**src/design/tdds_pkg.sv**
```systemverilog
`timescale 1ns / 1ps
`default_nettype none
// ----------------------------------------------------------------------------
// Table DDS package
// Shared constants and codes for the table-driven waveform generator.
// ----------------------------------------------------------------------------
package tdds_pkg;

  // Default sizes of the generator.
  localparam int TABLE_DEPTH_DEF  = 4096;
  localparam int ACC_WIDTH_DEF    = 32;
  localparam int SAMPLE_WIDTH_DEF = 16;

  // Fixed widths of the configuration registers.
  localparam int CFG_DATA_W  = 32;
  localparam int CFG_INDEX_W = 2;
  localparam int STEP_W      = 32;
  localparam int AMP_W       = 16;
  localparam int OFFSET_W    = 16;

  // Amplitude is Q1.15, so the product drops 15 fraction bits.
  localparam int Q_SHIFT = 15;

  // Item kinds carried on the input tuser.
  localparam int CMD_W = 2;
  typedef enum logic [CMD_W-1:0] {
    CMD_TICK        = 2'd0,
    CMD_WRITE       = 2'd1,
    CMD_PHASE_RESET = 2'd2
  } cmd_t;

  // Configuration register indexes.
  typedef enum logic [CFG_INDEX_W-1:0] {
    REG_ENABLE     = 2'd0,
    REG_FREQ_WORD  = 2'd1,
    REG_AMPLITUDE  = 2'd2,
    REG_OFFSET     = 2'd3
  } reg_idx_t;

endpackage
`default_nettype wire

```
**src/design/tdds_scaler.sv**
```systemverilog
`timescale 1ns / 1ps
`default_nettype none
// ----------------------------------------------------------------------------
// Table DDS scaler
// Multiplies a table sample by the Q1.15 amplitude, then shifts, adds the
// offset and saturates into the output register. Two elastic stages.
// ----------------------------------------------------------------------------
module tdds_scaler #(
  parameter int SAMPLE_WIDTH = 16,
  parameter int IDX_W        = 12
) (
  input  wire logic                                  clk,
  input  wire logic                                  rst,
  input  wire logic                                  in_valid,
  output logic                                       in_ready,
  input  wire logic signed [SAMPLE_WIDTH-1:0]        in_sample,
  input  wire logic        [IDX_W-1:0]               in_index,
  input  wire logic signed [tdds_pkg::AMP_W-1:0]     amplitude,
  input  wire logic signed [tdds_pkg::OFFSET_W-1:0]  offset,
  output logic                                       out_valid,
  input  wire logic                                  out_ready,
  output logic signed [SAMPLE_WIDTH-1:0]             out_sample,
  output logic        [IDX_W-1:0]                    out_index
);
  import tdds_pkg::*;

  localparam int PROD_W   = SAMPLE_WIDTH + AMP_W;
  localparam int SCALED_W = PROD_W - Q_SHIFT;
  localparam int SUM_W    = ((SCALED_W > OFFSET_W) ? SCALED_W : OFFSET_W) + 1;
  localparam logic signed [SUM_W-1:0] SAT_HI =
    {{(SUM_W-SAMPLE_WIDTH+1){1'b0}}, {(SAMPLE_WIDTH-1){1'b1}}};
  localparam logic signed [SUM_W-1:0] SAT_LO = ~SAT_HI;

  logic                        prod_valid;
  logic signed [PROD_W-1:0]    prod;
  logic        [IDX_W-1:0]     prod_index;
  logic                        out_load;
  logic signed [PROD_W-1:0]    prod_next;
  logic signed [SCALED_W-1:0]  scaled;
  logic signed [SUM_W-1:0]     sum;
  logic signed [SAMPLE_WIDTH-1:0] sample_next;

  // Stage handshakes: each stage moves when the one after it has room.
  assign out_load = prod_valid && (!out_valid || out_ready);
  assign in_ready = !prod_valid || out_load;

  // Multiply; the register after it keeps the multiplier alone in its path.
  assign prod_next = in_sample * amplitude;

  always_ff @(posedge clk) begin
    if (rst) begin
      prod_valid <= 1'b0;
    end else if (in_ready) begin
      prod_valid <= in_valid;
    end
    if (in_valid && in_ready) begin
      prod       <= prod_next;
      prod_index <= in_index;
    end
  end

  // Floor shift by the fraction width, add the offset and clamp.
  assign scaled = prod[PROD_W-1:Q_SHIFT];
  assign sum    = SUM_W'(scaled) + SUM_W'(offset);

  always_comb begin
    if (sum > SAT_HI) begin
      sample_next = SAT_HI[SAMPLE_WIDTH-1:0];
    end else if (sum < SAT_LO) begin
      sample_next = SAT_LO[SAMPLE_WIDTH-1:0];
    end else begin
      sample_next = sum[SAMPLE_WIDTH-1:0];
    end
  end

  // Output register.
  always_ff @(posedge clk) begin
    if (rst) begin
      out_valid <= 1'b0;
    end else if (out_load) begin
      out_valid <= 1'b1;
    end else if (out_ready) begin
      out_valid <= 1'b0;
    end
    if (out_load) begin
      out_sample <= sample_next;
      out_index  <= prod_index;
    end
  end

  // A product waiting on a full output stage is not lost or altered.
  a_prod_hold: assert property (@(posedge clk) disable iff (rst)
    prod_valid && !out_load |=> prod_valid && $stable(prod) && $stable(prod_index))
    else $error("product stage changed while stalled");

  // The output stage only fills from a waiting product.
  a_out_source: assert property (@(posedge clk) disable iff (rst)
    !$past(out_valid) && out_valid |-> $past(prod_valid))
    else $error("output became valid without a product");

endmodule
`default_nettype wire

```
**config.mk**
```make
export PLATFORM = sky130hd
export DESIGN_NAME = tdds_scaler
export DESIGN_NICKNAME = d
export VERILOG_FILES = /design/src/design/tdds_pkg.sv /design/src/design/tdds_scaler.sv
export SDC_FILE = /design/constraint.sdc
export NUM_CORES = 1
export LEC_CHECK = 0
export BUFFER_PORTS_ARGS = -buffer_cell sky130_fd_sc_hd__buf_4
export CAP_MARGIN = 20
export CORE_AREA = 2 2 153 155
export DETAILED_ROUTE_END_ITERATION = 6
export DIE_AREA = 0 0 155 157
export PLACE_DENSITY_LB_ADDON = 0.3
export SLEW_MARGIN = 0
export SYNTH_ARGS = -nofsm -noshare
export SYNTH_HDL_FRONTEND = slang
export SYNTH_SLANG_ARGS = --single-unit
```
**constraint.sdc**
```tcl
create_clock -name clk -period 9.1 [get_ports clk]
set_input_delay 1.365 -clock clk [delete_from_list [all_inputs] [get_ports clk]]
set_output_delay 1.365 -clock clk [all_outputs]
set_load 0.02 [all_outputs]
```
# Yosys cells after proc, flatten, opt, wreduce, memory -nomap -nowiden
# Cells that the tools add are included.
[word_totals]
ff_bits = 74
in_bits = 64
output_inout_bits = 30
elab_cells = 20
[classes]
addsub = 1
n_mul = 1
n_lt_le_gt_ge = 2
muxes = 3
reduce_logical = 7
[op_table]
columns = ["operator", "n"]
rows = [
  ["$mul A16 B16 Y32", 1],
  ["$add A17 B16 Y18", 1],
  ["$gt A18 B16 Y1 const B", 1],
  ["$lt A18 B16 Y1 const B", 1],
  ["$mux W16", 1],
  ["$logic_and A1 B1 Y1", 2],
  ["$logic_not A1 Y1", 2],
  ["$logic_or A1 B1 Y1", 2],
  ["$mux W1", 2],
  ["$reduce_bool A2 Y1", 1],
]

# Longest topological paths before layout
[logic_depth]
word_depth = 5
mapped_depth = 23
ltp_nobuf = 22

# Worst setup path after synthesis
# OpenSTA, ideal clock, no wires.
[synth_timing]
path_type = "input to register"
startpoint = "in in_sample[11]"
endpoint = "reg prod[26] (data pin)"
setup_time_ns = 0.158
t_arrival_ns = 6.721
required_ns = 8.942
setup_slack_ns = 2.221
cell_stages = 20
path_buffers = 1
path_cell_list = "clkbuf_1 -> nand2_1 -> fa_1 -> fa_1 -> fa_1 -> inv_1 -> fa_1 -> fa_1 -> inv_1 -> fa_1 -> inv_1 -> ha_1 -> a211oi_1 -> nor2_1 -> nor3_1 -> a21oi_1 -> o2111a_1 -> o21a_1 -> or4_1 -> o211ai_1"
[synth_between]
elab_chain_len = 1
[synth_lines]
columns = ["item", "line", "rtl"]
rows = [
  ["start, declared", "tdds_scaler.sv:16", "input wire logic signed [SAMPLE_WIDTH-1:0] in_sample,"],
  ["$mul A16 B16 Y32", "tdds_scaler.sv:48", "assign prod_next = in_sample * amplitude;"],
  ["via prod_next[26]", "tdds_scaler.sv:38", "logic signed [PROD_W-1:0] prod_next;"],
  ["end signal, assigned", "tdds_scaler.sv:57", "prod <= prod_next;"],
  ["end, declared", "tdds_scaler.sv:35", "logic signed [PROD_W-1:0] prod;"],
]
# The timed path passes the listed nets, and every way through them passes these cells.
# A chain may end at the register's enable or synchronous reset.

# Final worst setup path
[layout_timing]
startpoint = "in in_sample[15]"
endpoint = "reg prod[26] (data pin)"
# The elaborated chain is that of the path after synthesis.

==> metrics.cfg <==
[synthesis]
synth_area_sq_um = 12300
ys_top_cells_by_area = fa_1 43%, edfxtp_1 14%, ha_1 9.8%
avgSynthCellArea_sq_um = 9.88
ys_ff_latch = 59
yosysSeqAreaShare_pct = 14.3
yosysMostFrequentCell = inv_1
yosys.area.top_type_share_pct = 42.7
synth_ff_type = edfxtp_1
synthCells = 1242
synth.distinct_cells = 49
synth_edf_count = 57
synth_top_area_cell = fa_1
synth_commonest_cells = 308 x inv_1, 262 x fa_1, 137 x nand2_1, 120 x and2_1, 96 x ha_1
synth_warnings = 0
synthArstFlopShare_pct = 0
syn_nets = 1664

[cts]
htree_levels = 3
cts_made_buffers = 9
cts_sinks = 59
cts_tree = built
cts.clk_slew.worst_paths_ns = 0.05
root_buffer = clkbuf_16
clk_latency_ns = 0.33
clock_path_buffers = 2
holdBufCountCts = 0
post_cts_buffers = 0
cts_resized = 0

[sta]
setup_viol_count_final = 0
setup_tns_ns = 0
rsz0062_at_grt = no
slew-limit-headroom_pct = 43.3
hold_violations = 0
tightest_slew_ns = 0.851
finalClockSkew_ns = 0.00340
report.final.slew_viol_count = 0
post-route-period-util_pct = 76.5
finalWorstPathRequiredPeriod_ns = 6.96
maxClockFrequency_ghz = 0.144

[worst_setup_path]
path_buf_inv = 4
crit_family = adder cells
worst-path-stages = 19
start_kind = input port
crit_path_frequent_cell = fa_1
max_stage_delay_ns = 0.71
worst_setup_path_end_kind = flip-flop
required_ns = 9.27
r2r_cells = 10
criticalPathCategory = input port to flip-flop
crit_arrival_ns = 7.13
path_cells = buf_4 > nand2_1 > inv_1 > fa_1 > inv_1 > fa_1 > fa_1 > fa_1 > fa_1 > fa_1 > inv_1 > ha_1 > and3_1 > a22oi_1 > nor2b_1 > o21bai_1 > o21a_1 > or4_1 > o211ai_1
crit_fanout = 16
worst_path_max_delay_cell = fa_1

[detailed_routing]
num_vias = 8368
drt_iter0_drc = 409
post_drt_wl_per_cell_um = 16.5
ant_nets = 0
drtPass1Iterations = 6
postRouteWirelength_mm = 26.5
via_per_inst = 5.23
drcViolationCount = 0

[global_route]
grt_pass1_wl_mm = 44.7
grt_overflow_total = 0
grt_pass1_vias = 9254
grt_max_degree = 30
gr-usage-all-layers_pct = 23.5
antenna_found_initial = 0

[floorplanning]
start_util_pct = 54.5
num_rows = 55
io_pins = 94
chipWidth_um = 155
dieArea_sq_um = 24300
coreArea_sq_um = 22500
die_h_um = 157

[placement]
gp_congestion = 0.889
port_buffers = 93
dp_hpwl_mm = 22.1

[status]
outcome = complete, no violations

[worst_hold_path]
hold_depth = 0
holdCritPathClass = flip-flop to flip-flop

[run]
drv_cap = 0

[layout]
synthToLayoutAreaGrowth_pct = 9.76
nFillCells = 1901
drive_gt1_share_pct = 9.95
nNetsFinal = 1733
diodes = 0

## stage by stage
| step | cells | area [sq um] | util [%] | setup WS (ns) | hold slack (ns) |
|---|---|---|---|---|---|
| final | 1601 | 13500 | 59.9 | 2.14 | 0.416 |
| after global routing | 1601 | 13500 | 59.9 | 1.90 | 0.426 |
| after CTS | 1601 | 13500 | 59.9 | 2.17 | 0.417 |
| after detailed placement | 1585 | 13200 | 58.6 | 1.82 | 0.405 |
| after global placement | 1585 | 13200 | 58.6 | 1.89 | 0.401 |
| after floorplan | 1242 | 12300 | - | 2.22 | 0.400 |
## flip-flops by register name (all words and copies together), names as in the netlist
signal and flops:
prod_valid 1, out_sample 16, out_valid 1, prod 17, prod_index 12, out_index 12
## layout make-up
cell class              instances  area (sq um)  area share, %
multi-input cells             838          9210           68.4
flip-flops and latches         59          1750           13.0
inverters                     308          1160           8.58
repair buffers                 95           713           5.29
well taps                     285           357           2.65
clock buffers                   9           225           1.67
clock inverters                 7          53.8          0.399
## cells by family (layout without fill, tap and decap cells)
logic type / Yosys count / after routing / synth area share, %
fa+ha+maj: 358 / 358 / 52.5
compound gates: 112 / 112 / 6.34
mux: 1 / 1 / 0.0816
simple gates: 331 / 331 / 13.4
xor+xnor: 36 / 36 / 2.72
flops: 59 / 59 / 14.3
buf+inv: 345 / 419 / 10.7
## layer usage
metal	vias up	wire length, um	GRT usage (%)
met4	0	973	8.25
met5	-	0	0
met1	4233	10800	28.9
li1	3883	-	-
met3	61	1040	3.17
met2	191	13700	42.6
## final timing paths
check	start	to	slack [ns]
max	in_sample[15]	prod[26]$_DFFE_PP_	2.14
min	prod_index[10]$_DFFE_PP_	out_index[10]$_DFFE_PP_	0.42
max reg2reg	prod[15]$_DFFE_PP_	out_sample[11]$_SDFFCE_PN1P_	5.50
min reg2reg	prod_index[10]$_DFFE_PP_	out_index[10]$_DFFE_PP_	0.42
## cell usage in the layout, fill, tap and decap left out, drive strengths merged, types with 4 or more instances in the layout
master  instances
xor2           13
nor3            6
o21ai          22
o211ai          8
o21bai          4
and2          120
inv           309
and3            5
nor2           29
nand2b          7
xnor2          23
a21o           10
a211oi          8
nand4           4
nor2b           6
fa            262
a21oi          42
ha             96
buf            95
nand2         137
clkbuf          9
nand3           9
edfxtp         57
Power is left out: the tool's default activity adds up to more than one toggle a clock period on the data nets, which glitch-free logic cannot reach.
